### src/design/spcmm_pkg.sv
// Shared types, constants and the control store for the semiprime classifier.
// Used by spcmm_seq and by semiprime_count_min_max_core; depends on nothing.
package spcmm_pkg;

  localparam int unsigned CountW   = 16;
  localparam logic [CountW-1:0] CountTop = '1;
  localparam int unsigned StepW    = 4;

  typedef logic [StepW-1:0] step_t;

  // Datapath actions, one per control word.
  typedef enum logic [3:0] {
    OP_NONE,
    OP_LOAD,
    OP_SQ,
    OP_DSTART,
    OP_DNEXT,
    OP_SETHIT,
    OP_CLRHIT,
    OP_PASS2,
    OP_UPDATE
  } op_e;

  // Jump conditions; a jump goes to the target, otherwise the step advances.
  typedef enum logic [2:0] {
    C_NEVER,
    C_ALWAYS,
    C_NOSTART,
    C_SQGT,
    C_BUSY,
    C_REMZ,
    C_PASS1,
    C_OUTFULL
  } cond_e;

  typedef struct packed {
    op_e   op;
    cond_e cond;
    step_t target;
  } ctl_t;

  typedef struct packed {
    logic start;
    logic sq_gt;
    logic busy;
    logic rem_zero;
    logic pass1;
    logic out_full;
  } flags_t;

  localparam step_t S_IDLE   = 4'd0;
  localparam step_t S_SQ     = 4'd1;
  localparam step_t S_CMP    = 4'd2;
  localparam step_t S_DSTART = 4'd3;
  localparam step_t S_DWAIT  = 4'd4;
  localparam step_t S_CHK    = 4'd5;
  localparam step_t S_DNEXT  = 4'd6;
  localparam step_t S_NODIV  = 4'd7;
  localparam step_t S_FOUND  = 4'd8;
  localparam step_t S_PASS2  = 4'd9;
  localparam step_t S_OWAIT  = 4'd10;
  localparam step_t S_UPDATE = 4'd11;

  // Program: find the least divisor of x (2, then odd d while d*d <= x).
  // First pass on the input; if one is found, rerun on the cofactor, which
  // must then have no divisor for the input to be a semiprime.
  function automatic ctl_t ucode(input step_t addr);
    ctl_t w;
    w = '{op: OP_NONE, cond: C_ALWAYS, target: S_IDLE};
    unique case (addr)
      S_IDLE:   w = '{op: OP_LOAD,   cond: C_NOSTART, target: S_IDLE};
      S_SQ:     w = '{op: OP_SQ,     cond: C_NEVER,   target: S_IDLE};
      S_CMP:    w = '{op: OP_NONE,   cond: C_SQGT,    target: S_NODIV};
      S_DSTART: w = '{op: OP_DSTART, cond: C_NEVER,   target: S_IDLE};
      S_DWAIT:  w = '{op: OP_NONE,   cond: C_BUSY,    target: S_DWAIT};
      S_CHK:    w = '{op: OP_NONE,   cond: C_REMZ,    target: S_FOUND};
      S_DNEXT:  w = '{op: OP_DNEXT,  cond: C_ALWAYS,  target: S_SQ};
      S_NODIV:  w = '{op: OP_SETHIT, cond: C_ALWAYS,  target: S_OWAIT};
      S_FOUND:  w = '{op: OP_CLRHIT, cond: C_PASS1,   target: S_OWAIT};
      S_PASS2:  w = '{op: OP_PASS2,  cond: C_ALWAYS,  target: S_SQ};
      S_OWAIT:  w = '{op: OP_NONE,   cond: C_OUTFULL, target: S_OWAIT};
      S_UPDATE: w = '{op: OP_UPDATE, cond: C_ALWAYS,  target: S_IDLE};
      default:  w = '{op: OP_NONE,   cond: C_ALWAYS,  target: S_IDLE};
    endcase
    return w;
  endfunction

endpackage

### src/design/spcmm_div.sv
// Restoring divider, one quotient bit per cycle, for the trial divisions.
// Standalone; no package dependency.
module spcmm_div #(
  parameter int unsigned DW = 20,
  parameter int unsigned SW = 12
) (
  input  logic          clk_i,
  input  logic          rst_ni,
  input  logic          start_i,
  input  logic [DW-1:0] dividend_i,
  input  logic [SW-1:0] divisor_i,
  output logic          busy_o,
  output logic [DW-1:0] quot_o,
  output logic [SW-1:0] rem_o
);

  localparam int unsigned CntW = $clog2(DW + 1);

  logic            busy_q, busy_d;
  logic [CntW-1:0] cnt_q, cnt_d;
  logic [DW-1:0]   quo_q, quo_d;
  logic [SW-1:0]   rem_q, rem_d;
  logic [SW:0]     trial;
  logic [SW:0]     diff;

  assign trial = {rem_q, quo_q[DW-1]};
  assign diff  = trial - {1'b0, divisor_i};

  always_comb begin
    busy_d = busy_q;
    cnt_d  = cnt_q;
    quo_d  = quo_q;
    rem_d  = rem_q;
    if (start_i) begin
      busy_d = 1'b1;
      cnt_d  = CntW'(DW);
      quo_d  = dividend_i;
      rem_d  = '0;
    end else if (busy_q) begin
      // remainder stays below the divisor, so the top bit of diff is dropped
      if (trial >= {1'b0, divisor_i}) begin
        rem_d = diff[SW-1:0];
        quo_d = {quo_q[DW-2:0], 1'b1};
      end else begin
        rem_d = trial[SW-1:0];
        quo_d = {quo_q[DW-2:0], 1'b0};
      end
      cnt_d = cnt_q - 1'b1;
      if (cnt_q == CntW'(1)) begin
        busy_d = 1'b0;
      end
    end
  end

  always_ff @(posedge clk_i or negedge rst_ni) begin
    if (!rst_ni) begin
      busy_q <= 1'b0;
      cnt_q  <= '0;
    end else begin
      busy_q <= busy_d;
      cnt_q  <= cnt_d;
    end
  end

  always_ff @(posedge clk_i) begin
    quo_q <= quo_d;
    rem_q <= rem_d;
  end

  assign busy_o = busy_q;
  assign quot_o = quo_q;
  assign rem_o  = rem_q;

endmodule

### src/design/spcmm_seq.sv
// Microcode sequencer: step counter, control store lookup, conditional jumps.
// Depends on spcmm_pkg for the control word, flags and program.
module spcmm_seq (
  input  logic              clk_i,
  input  logic              rst_ni,
  input  spcmm_pkg::flags_t flags_i,
  output spcmm_pkg::ctl_t   ctl_o
);

  spcmm_pkg::step_t upc_q, upc_d;
  spcmm_pkg::ctl_t  word;
  logic             take;

  assign word = spcmm_pkg::ucode(upc_q);

  always_comb begin
    unique case (word.cond)
      spcmm_pkg::C_NEVER:   take = 1'b0;
      spcmm_pkg::C_ALWAYS:  take = 1'b1;
      spcmm_pkg::C_NOSTART: take = !flags_i.start;
      spcmm_pkg::C_SQGT:    take = flags_i.sq_gt;
      spcmm_pkg::C_BUSY:    take = flags_i.busy;
      spcmm_pkg::C_REMZ:    take = flags_i.rem_zero;
      spcmm_pkg::C_PASS1:   take = flags_i.pass1;
      spcmm_pkg::C_OUTFULL: take = flags_i.out_full;
      default:              take = 1'b1;
    endcase
    upc_d = take ? word.target : upc_q + 1'b1;
  end

  always_ff @(posedge clk_i or negedge rst_ni) begin
    if (!rst_ni) begin
      upc_q <= spcmm_pkg::S_IDLE;
    end else begin
      upc_q <= upc_d;
    end
  end

  assign ctl_o = word;

endmodule

### src/design/semiprime_count_min_max_core.sv
// Channel | dir | handshake           | payload
// in      | in  | in_valid/in_ready   | value_i
// out     | out | out_valid/out_ready | is_semiprime, semiprime_count, smallest/largest_found
//
// One item at a time. Each trial divisor runs through the bit-serial divider;
// an item tries up to about 2^(WIDTH/2-1) divisors in each of two passes. The
// result then holds in the output register; the next item is taken while it
// waits. Reset clears count, sets minimum to all ones, maximum to zero. A
// stalled result blocks only the update of the next item.
// Depends on spcmm_pkg, spcmm_seq and spcmm_div.
module semiprime_count_min_max_core #(
  parameter int unsigned WIDTH = 20
) (
  input  logic                         clk_i,
  input  logic                         rst_ni,
  input  logic                         in_valid_i,
  output logic                         in_ready_o,
  input  logic [WIDTH-1:0]             value_i,
  output logic                         out_valid_o,
  input  logic                         out_ready_i,
  output logic                         is_semiprime_o,
  output logic [spcmm_pkg::CountW-1:0] semiprime_count_o,
  output logic [WIDTH-1:0]             smallest_found_o,
  output logic [WIDTH-1:0]             largest_found_o
);

  localparam int unsigned DW  = WIDTH / 2 + 2;
  localparam int unsigned SQW = 2 * DW;
  localparam int unsigned CW  = spcmm_pkg::CountW;

  spcmm_pkg::ctl_t   ctl;
  spcmm_pkg::flags_t flags;

  logic [WIDTH-1:0] n_q, n_d, x_q, x_d;
  logic [DW-1:0]    d_q, d_d;
  logic [SQW-1:0]   sq_q, sq_d;
  logic             pass_q, pass_d, hit_q, hit_d;
  logic [CW-1:0]    count_q, count_d;
  logic [WIDTH-1:0] min_q, min_d, max_q, max_d;
  logic             out_valid_q, out_valid_d;
  logic             out_hit_q, out_hit_d;
  logic [CW-1:0]    out_count_q, out_count_d;
  logic [WIDTH-1:0] out_min_q, out_min_d, out_max_q, out_max_d;

  logic             div_start, div_busy;
  logic [WIDTH-1:0] div_quot;
  logic [DW-1:0]    div_rem;

  spcmm_seq u_seq (
    .clk_i   (clk_i),
    .rst_ni  (rst_ni),
    .flags_i (flags),
    .ctl_o   (ctl)
  );

  spcmm_div #(
    .DW (WIDTH),
    .SW (DW)
  ) u_div (
    .clk_i      (clk_i),
    .rst_ni     (rst_ni),
    .start_i    (div_start),
    .dividend_i (x_q),
    .divisor_i  (d_q),
    .busy_o     (div_busy),
    .quot_o     (div_quot),
    .rem_o      (div_rem)
  );

  assign in_ready_o = (ctl.op == spcmm_pkg::OP_LOAD);
  assign div_start  = (ctl.op == spcmm_pkg::OP_DSTART);

  assign flags.start    = in_valid_i;
  assign flags.sq_gt    = sq_q > {{(SQW-WIDTH){1'b0}}, x_q};
  assign flags.busy     = div_busy;
  assign flags.rem_zero = (div_rem == '0);
  assign flags.pass1    = pass_q;
  assign flags.out_full = out_valid_q && !out_ready_i;

  always_comb begin
    n_d         = n_q;
    x_d         = x_q;
    d_d         = d_q;
    sq_d        = sq_q;
    pass_d      = pass_q;
    hit_d       = hit_q;
    count_d     = count_q;
    min_d       = min_q;
    max_d       = max_q;
    out_hit_d   = out_hit_q;
    out_count_d = out_count_q;
    out_min_d   = out_min_q;
    out_max_d   = out_max_q;
    out_valid_d = out_valid_q && !out_ready_i;
    unique case (ctl.op)
      spcmm_pkg::OP_LOAD: begin
        if (in_valid_i) begin
          n_d    = value_i;
          x_d    = value_i;
          d_d    = DW'(2);
          pass_d = 1'b0;
        end
      end
      spcmm_pkg::OP_SQ:     sq_d = d_q * d_q;
      spcmm_pkg::OP_DNEXT:  d_d = (d_q == DW'(2)) ? DW'(3) : d_q + DW'(2);
      // no divisor: in the cofactor pass the cofactor is prime
      spcmm_pkg::OP_SETHIT: hit_d = pass_q;
      spcmm_pkg::OP_CLRHIT: hit_d = 1'b0;
      spcmm_pkg::OP_PASS2: begin
        x_d    = div_quot;
        d_d    = DW'(2);
        pass_d = 1'b1;
      end
      spcmm_pkg::OP_UPDATE: begin
        if (hit_q) begin
          if (count_q != spcmm_pkg::CountTop) begin
            count_d = count_q + 1'b1;
          end
          if (n_q < min_q) begin
            min_d = n_q;
          end
          if (n_q > max_q) begin
            max_d = n_q;
          end
        end
        out_hit_d   = hit_q;
        out_count_d = count_d;
        out_min_d   = min_d;
        out_max_d   = max_d;
        out_valid_d = 1'b1;
      end
      default: begin
      end
    endcase
  end

  always_ff @(posedge clk_i or negedge rst_ni) begin
    if (!rst_ni) begin
      count_q     <= '0;
      min_q       <= '1;
      max_q       <= '0;
      out_valid_q <= 1'b0;
    end else begin
      count_q     <= count_d;
      min_q       <= min_d;
      max_q       <= max_d;
      out_valid_q <= out_valid_d;
    end
  end

  always_ff @(posedge clk_i) begin
    n_q         <= n_d;
    x_q         <= x_d;
    d_q         <= d_d;
    sq_q        <= sq_d;
    pass_q      <= pass_d;
    hit_q       <= hit_d;
    out_hit_q   <= out_hit_d;
    out_count_q <= out_count_d;
    out_min_q   <= out_min_d;
    out_max_q   <= out_max_d;
  end

  assign out_valid_o       = out_valid_q;
  assign is_semiprime_o    = out_hit_q;
  assign semiprime_count_o = out_count_q;
  assign smallest_found_o  = out_min_q;
  assign largest_found_o   = out_max_q;

  a_accept_leaves_idle: assert property (@(posedge clk_i) disable iff (!rst_ni)
    in_valid_i && in_ready_o |=> !in_ready_o)
    else $error("sequencer stayed idle after accepting a beat");

  a_no_restart_busy: assert property (@(posedge clk_i) disable iff (!rst_ni)
    div_start |-> !div_busy)
    else $error("divider restarted while busy");

  a_count_monotonic: assert property (@(posedge clk_i) disable iff (!rst_ni)
    ##1 count_q >= $past(count_q))
    else $error("semiprime count decreased");

  a_hit_bounds: assert property (@(posedge clk_i) disable iff (!rst_ni)
    out_valid_o && is_semiprime_o |-> smallest_found_o <= largest_found_o
      && semiprime_count_o != '0)
    else $error("reported semiprime without consistent min/max/count");

endmodule

### config.mk
export PLATFORM = sky130hd
export DESIGN_NAME = semiprime_count_min_max_core
export DESIGN_NICKNAME = d
export VERILOG_FILES = /design/src/design/spcmm_pkg.sv /design/src/design/spcmm_div.sv /design/src/design/spcmm_seq.sv /design/src/design/semiprime_count_min_max_core.sv
export SDC_FILE = /design/constraint.sdc
export NUM_CORES = 1
export LEC_CHECK = 0
export BUFFER_PORTS_ARGS = -buffer_cell sky130_fd_sc_hd__buf_2
export CAP_MARGIN = 20
export CORE_MARGIN = 2
export CORE_UTILIZATION = 55
export CTS_CLUSTER_DIAMETER = 40
export DETAILED_ROUTE_END_ITERATION = 7
export PLACE_DENSITY = 0.83
export SLEW_MARGIN = 20
export SYNTH_ARGS = -nofsm -noshare
export SYNTH_HDL_FRONTEND = slang
export SYNTH_SLANG_ARGS = --single-unit
### constraint.sdc
create_clock -name clk_i -period 14.4 [get_ports clk_i]
set_clock_uncertainty 0.2 [all_clocks]
set_input_delay 2.88 -clock clk_i [delete_from_list [all_inputs] [get_ports clk_i]]
set_output_delay 2.88 -clock clk_i [all_outputs]
set_load 0.02 [all_outputs]
== Word level (Yosys, flattened, before mapping) ==
Memory sizes are Yosys's and may differ from the RTL's.
Index checks and enable logic that the tools add are counted.
Widths: inputs -> output; s select.
Operators by class
  reductions and logical operators: 12
  $add $sub $neg: 5
  mux-type cells: 26
  eq/ne operators: 19
  magnitude comparators: 4
  multiply operators: 1
Operator list (count)
  $mux 20: 7
  $pmux 20 s2: 1
  $mux 12: 3
  $pmux 12 s3: 1
  $mux 16: 2
  $gt 24x20->1: 1
  $mul 12x12->24: 1
  $gt 20x20->1: 1
  $lt 20x20->1: 1
  $add 16x1->16 const B: 1
  $eq 4x3->1 const B: 4
  $ne 16x16->1 const B: 1
  $ge 13x12->1: 1
  $add 12x2->12 const B: 1
  $eq 12x2->1 const B: 1
  $eq 3x3->1 const B: 4
  $logic_not 12->1: 1
  $sub 12x12->12: 1
  $mux 5: 2
  $eq 4x2->1 const B: 2
  $pmux 1 s8: 1
  $eq 3x2->1 const B: 2
  $mux 1: 6
  $reduce_and 2->1: 3
  14 further kinds: 18
Word-level totals
  bits of input ports: 24
  register bits: 234
  output and inout port bits: 59
  memory bits (read-only): 176
  word-level logic and storage cells: 87
  memories: 1
Memory list
  (name not given): words 16, width 11, rd ports 1, clocked after memory_dff 0, write ports 0, line spcmm_pkg.sv:70  | unique case (addr)

== Longest topological paths before layout ==
  word-level depth: 4
  depth in mapped cells: 22
  depth with buffers taken out: 21

== Modules after synthesis ==
From an unflattened synthesis, not the netlist that was laid out.
Unflattened totals
  cell total of the unflattened synthesis: 1502
  area, all modules: 16293.1 um2
Modules (own cells, without submodules)
  semiprime_count_min_max_core: seq. area each 5475.3 um2, area each 13436.6 um2, cells an instance 1217, instances 1
  spcmm_div: seq. area each 991.0 um2, area each 2342.2 um2, cells an instance 224, instances 1
  spcmm_seq: seq. area each 100.1 um2, area each 514.2 um2, cells an instance 61, instances 1

== Worst setup path after synthesis ==
OpenSTA, ideal clock, no wires.
  path kind: register to register
  start point: register d_q[1]
  end point: register sq_q[20] (data pin)
  stages on the path, launching flop included: 21
  clock period less this slack: 5810 ps
  setup time: 135 ps
  data arrival time: 5474 ps
  data required time: 14065 ps
  slack: 8590 ps
  buffers on the path: 1
  path through: edfxtp_1 -> inv_1 -> clkbuf_1 -> nor2_1 -> fa_1 -> inv_1 -> fa_1 -> inv_1 -> fa_1 -> fa_1 -> inv_1 -> fa_1 -> inv_1 -> ha_1 -> a21o_1 -> a21o_1 -> a21oi_1 -> nor2b_1 -> a21oi_1 -> or4b_2 -> nand3_1
On the way
  longest elaborated chain between the ends: 1
RTL lines
  start, declared: line semiprime_count_min_max_core.sv:35  | logic [DW-1:0] d_q, d_d;
  start signal, assigned: line semiprime_count_min_max_core.sv:154  | d_q <= d_d;
  $mul 12x12->24: line semiprime_count_min_max_core.sv:104  | spcmm_pkg::OP_SQ: sq_d = d_q * d_q;
  end signal, assigned: line semiprime_count_min_max_core.sv:155  | sq_q <= sq_d;
  end, declared: line semiprime_count_min_max_core.sv:36  | logic [SQW-1:0] sq_q, sq_d;
No other way between the ends.
A chain may end at the register's enable or synchronous reset.

== Final worst setup path ==
  start point: register d_q[10]
  end point: register sq_q[23] (data pin)
The elaborated chain is that of the path after synthesis.

==> results.json <==
{
  "grt-ovfl-total": 0,
  "worst_slew_pin_slew_ns": 0.971,
  "syn_area_per_cell_um2": 10.5,
  "synthFlopType": "edfxtp_1",
  "cts.htree.levels": 1,
  "grt_usage": 0.214,
  "nets": 1820,
  "run_status": "complete, no violations",
  "grt_busiest_layer": "met2",
  "setup_tns_ns": 0,
  "critPathKind": "register to register",
  "post_cts_buffers": 0,
  "period_share": 0.430,
  "maxCapViolations": 0,
  "grt_setup_unrepaired": "false",
  "area_delta_synth_final_pct": 11.3,
  "initial_core_util": 0.562,
  "layout.cells.most_common": "inv_1",
  "critPathLaunch": "d_q[10]",
  "synthDominantCellAreaShare": 0.294,
  "antenna_cells": 0,
  "postLayoutCellArea_um2": 17500,
  "grtUsageMet1": 0.283,
  "place_area_um2": 16500,
  "cts-resized-gates": 0,
  "dp_hpwl_um": 23900,
  "setup_viol": 0,
  "worstSetupEndpoint": "sq_q[23]",
  "hp-class": "register to register",
  "drtIter0Drc": 1040,
  "ys_seq_elements": 233,
  "io_pins": 83,
  "synth_edf_count": 154,
  "gp_congestion": 0.912,
  "synth_area_leaders": "edfxtp_1, ha_1, fa_1",
  "clk_root_buffer_cell": "clkbuf_16",
  "grt_max_degree": 68,
  "ys.warnings.count": 0,
  "ff2ff_path_depth": 19,
  "routed_wl_um": 31900,
  "wl_per_cell_um": 16.1,
  "cts_tree": "done",
  "async_reset_ff_frac": 0.288,
  "ys_seq_area_frac": 0.417,
  "yosysTopAreaCell": "edfxtp_1",
  "clock_path_buffers": 3,
  "worstPathRequired_ns": 14.46,
  "antenna_found_initial": 0,
  "met2_usage": 0.360,
  "layout-drive-gt1-share": 0.158,
  "die_w_um": 173,
  "dr_total_vias": 11000,
  "synthCells": 1498,
  "core_um2": 28000,
  "critPathCaptureType": "register",
  "clk_transition_reported_paths_ns": 0.06,
  "reg2reg_from": "d_q[10]",
  "startpoint_type": "register",
  "hold_buffers": 0,
  "met3_usage": 0.0285,
  "rows": 61,
  "arrival_ns": 6.26,
  "numCtsBuffers": 31,
  "synth_nets": 1743,
  "final_cell_mix": "inv_1, edfxtp_1, nand2_1",
  "clk_latency_ns": 0.55,
  "cts.sinks": 233,
  "dp_slack_ns": 8.31,
  "setup_ws_ns": 8.20,
  "r2r_slack_ns": 8.20,
  "viasPerCell": 5.58,
  "grt_pass1_vias": 11100,
  "portBuffers": 82,
  "critical_path.max_fanout": 9,
  "clock.fmax_ghz": 0.161,
  "syn_area_um2": 15800,
  "grt_pass1_wl_um": 53400,
  "ys_types": 70,
  "worstReg2RegEnd": "sq_q[23]",
  "hold_violations": 0,
  "final_max_slew_viol_count": 0,
  "drc": 0,
  "min_period_ns": 6.20,
  "slew_headroom": 0.351,
  "dr.pass1.iters": 8,
  "die_area_um2": 30000,
  "die_h_um": 173,
  "drtAntennaViolNets": 0
}
stage by stage:
stage,hold slack [ns],util,std cells
3_5_place_dp,0.295,0.590,1920
3_3_place_gp,0.290,0.590,1920
6_report,0.307,0.626,1978
2_1_floorplan,0.274,-,1498
4_1_cts,0.308,0.626,1978
5_1_grt,0.319,0.626,1978
registers in the layout, indices dropped and copies added (netlist names), 4 cells and up:
signal and cells:
max_q 20, x_q 20, n_q 20, d_q 12
u_div.cnt_q 5, semiprime_count_o 16, u_div.rem_o 12, u_seq.upc_q 4
smallest_found_o 20, count_q 16, sq_q 23, largest_found_o 20
u_div.quot_o 20, min_q 20
cells in the mapped netlist (all sizes together), types with 4 or more instances:
cell type	instances
inv	224
edfxtp	154
nand2	150
ha	138
nor2	90
fa	83
o21ai	79
mux2	71
xnor2	51
a21oi	48
dfrtp	47
nand3	45
clkbuf	38
a21o	24
nand4	24
dfstp	20
and2	16
mux2i	13
nor3	13
a211oi	12
dfxtp	12
nor2b	12
xor2	12
and3	9
nor4	9
a31oi	8
buf	8
nand2b	8
o21a	7
or2	7
a21boi	5
nor3b	5
or3	5
nand3b	4
nand4b	4
o211ai	4
or4	4
cells by family after synthesis:
family                     Yosys count  synth area share
muxes                               84            0.0590
DFF                                233             0.417
AOI/OAI and AO/OA                  209            0.0823
xor gates and xnor gates            63            0.0350
buffers and inverters              273            0.0660
adders and majority gates          221             0.215
and+or+nand+nor                    415             0.126
final cells by class:
type	count	area, um^2
repair buffers	90	470
inverters	227	852
clock buffers	43	892
multi-input cells	992	8150
clock inverters	15	121
flip-flops and latches	233	6570
well taps	378	473
fillers	2146	10500
worst max-delay path, cell delays in order (launching register included):
cell and delay (ns):
edfxtp_1 0.51, clkinv_1 0.32, nor2_1 0.23, inv_1 0.08, fa_1 0.53, inv_1 0.05, fa_1 0.50, fa_1 0.52
fa_1 0.55, inv_1 0.05, fa_1 0.52, inv_1 0.04, ha_1 0.35, a21oi_1 0.18, o221ai_1 0.14, a21oi_1 0.15
o21ai_0 0.22, a41oi_1 0.35, mux2i_1 0.22, o311ai_0 0.15
worst min path at each step:
| stage | from | to | slack, ns | cells past startpoint |
|---|---|---|---|---|
| 2_1_floorplan | count_q[10] | count_q[10] | 0.27 | 1 |
| 3_3_place_gp | max_q[6] | max_q[6] | 0.29 | 1 |
| 3_5_place_dp | max_q[11] | max_q[11] | 0.30 | 1 |
| 4_1_cts | max_q[6] | max_q[6] | 0.31 | 1 |
| 5_1_grt | max_q[7] | max_q[7] | 0.32 | 1 |
| 6_report | max_q[6] | max_q[6] | 0.31 | 1 |
metal layers:
metal | vias up | wire, um
met5 | - | 0
met4 | 0 | 1130
met3 | 90 | 1750
met2 | 353 | 15400
met1 | 5334 | 13600
li1 | 5260 | -
Power is not shown: default switching activity piles up to over one toggle a cycle in this logic, so the estimate is an artifact.
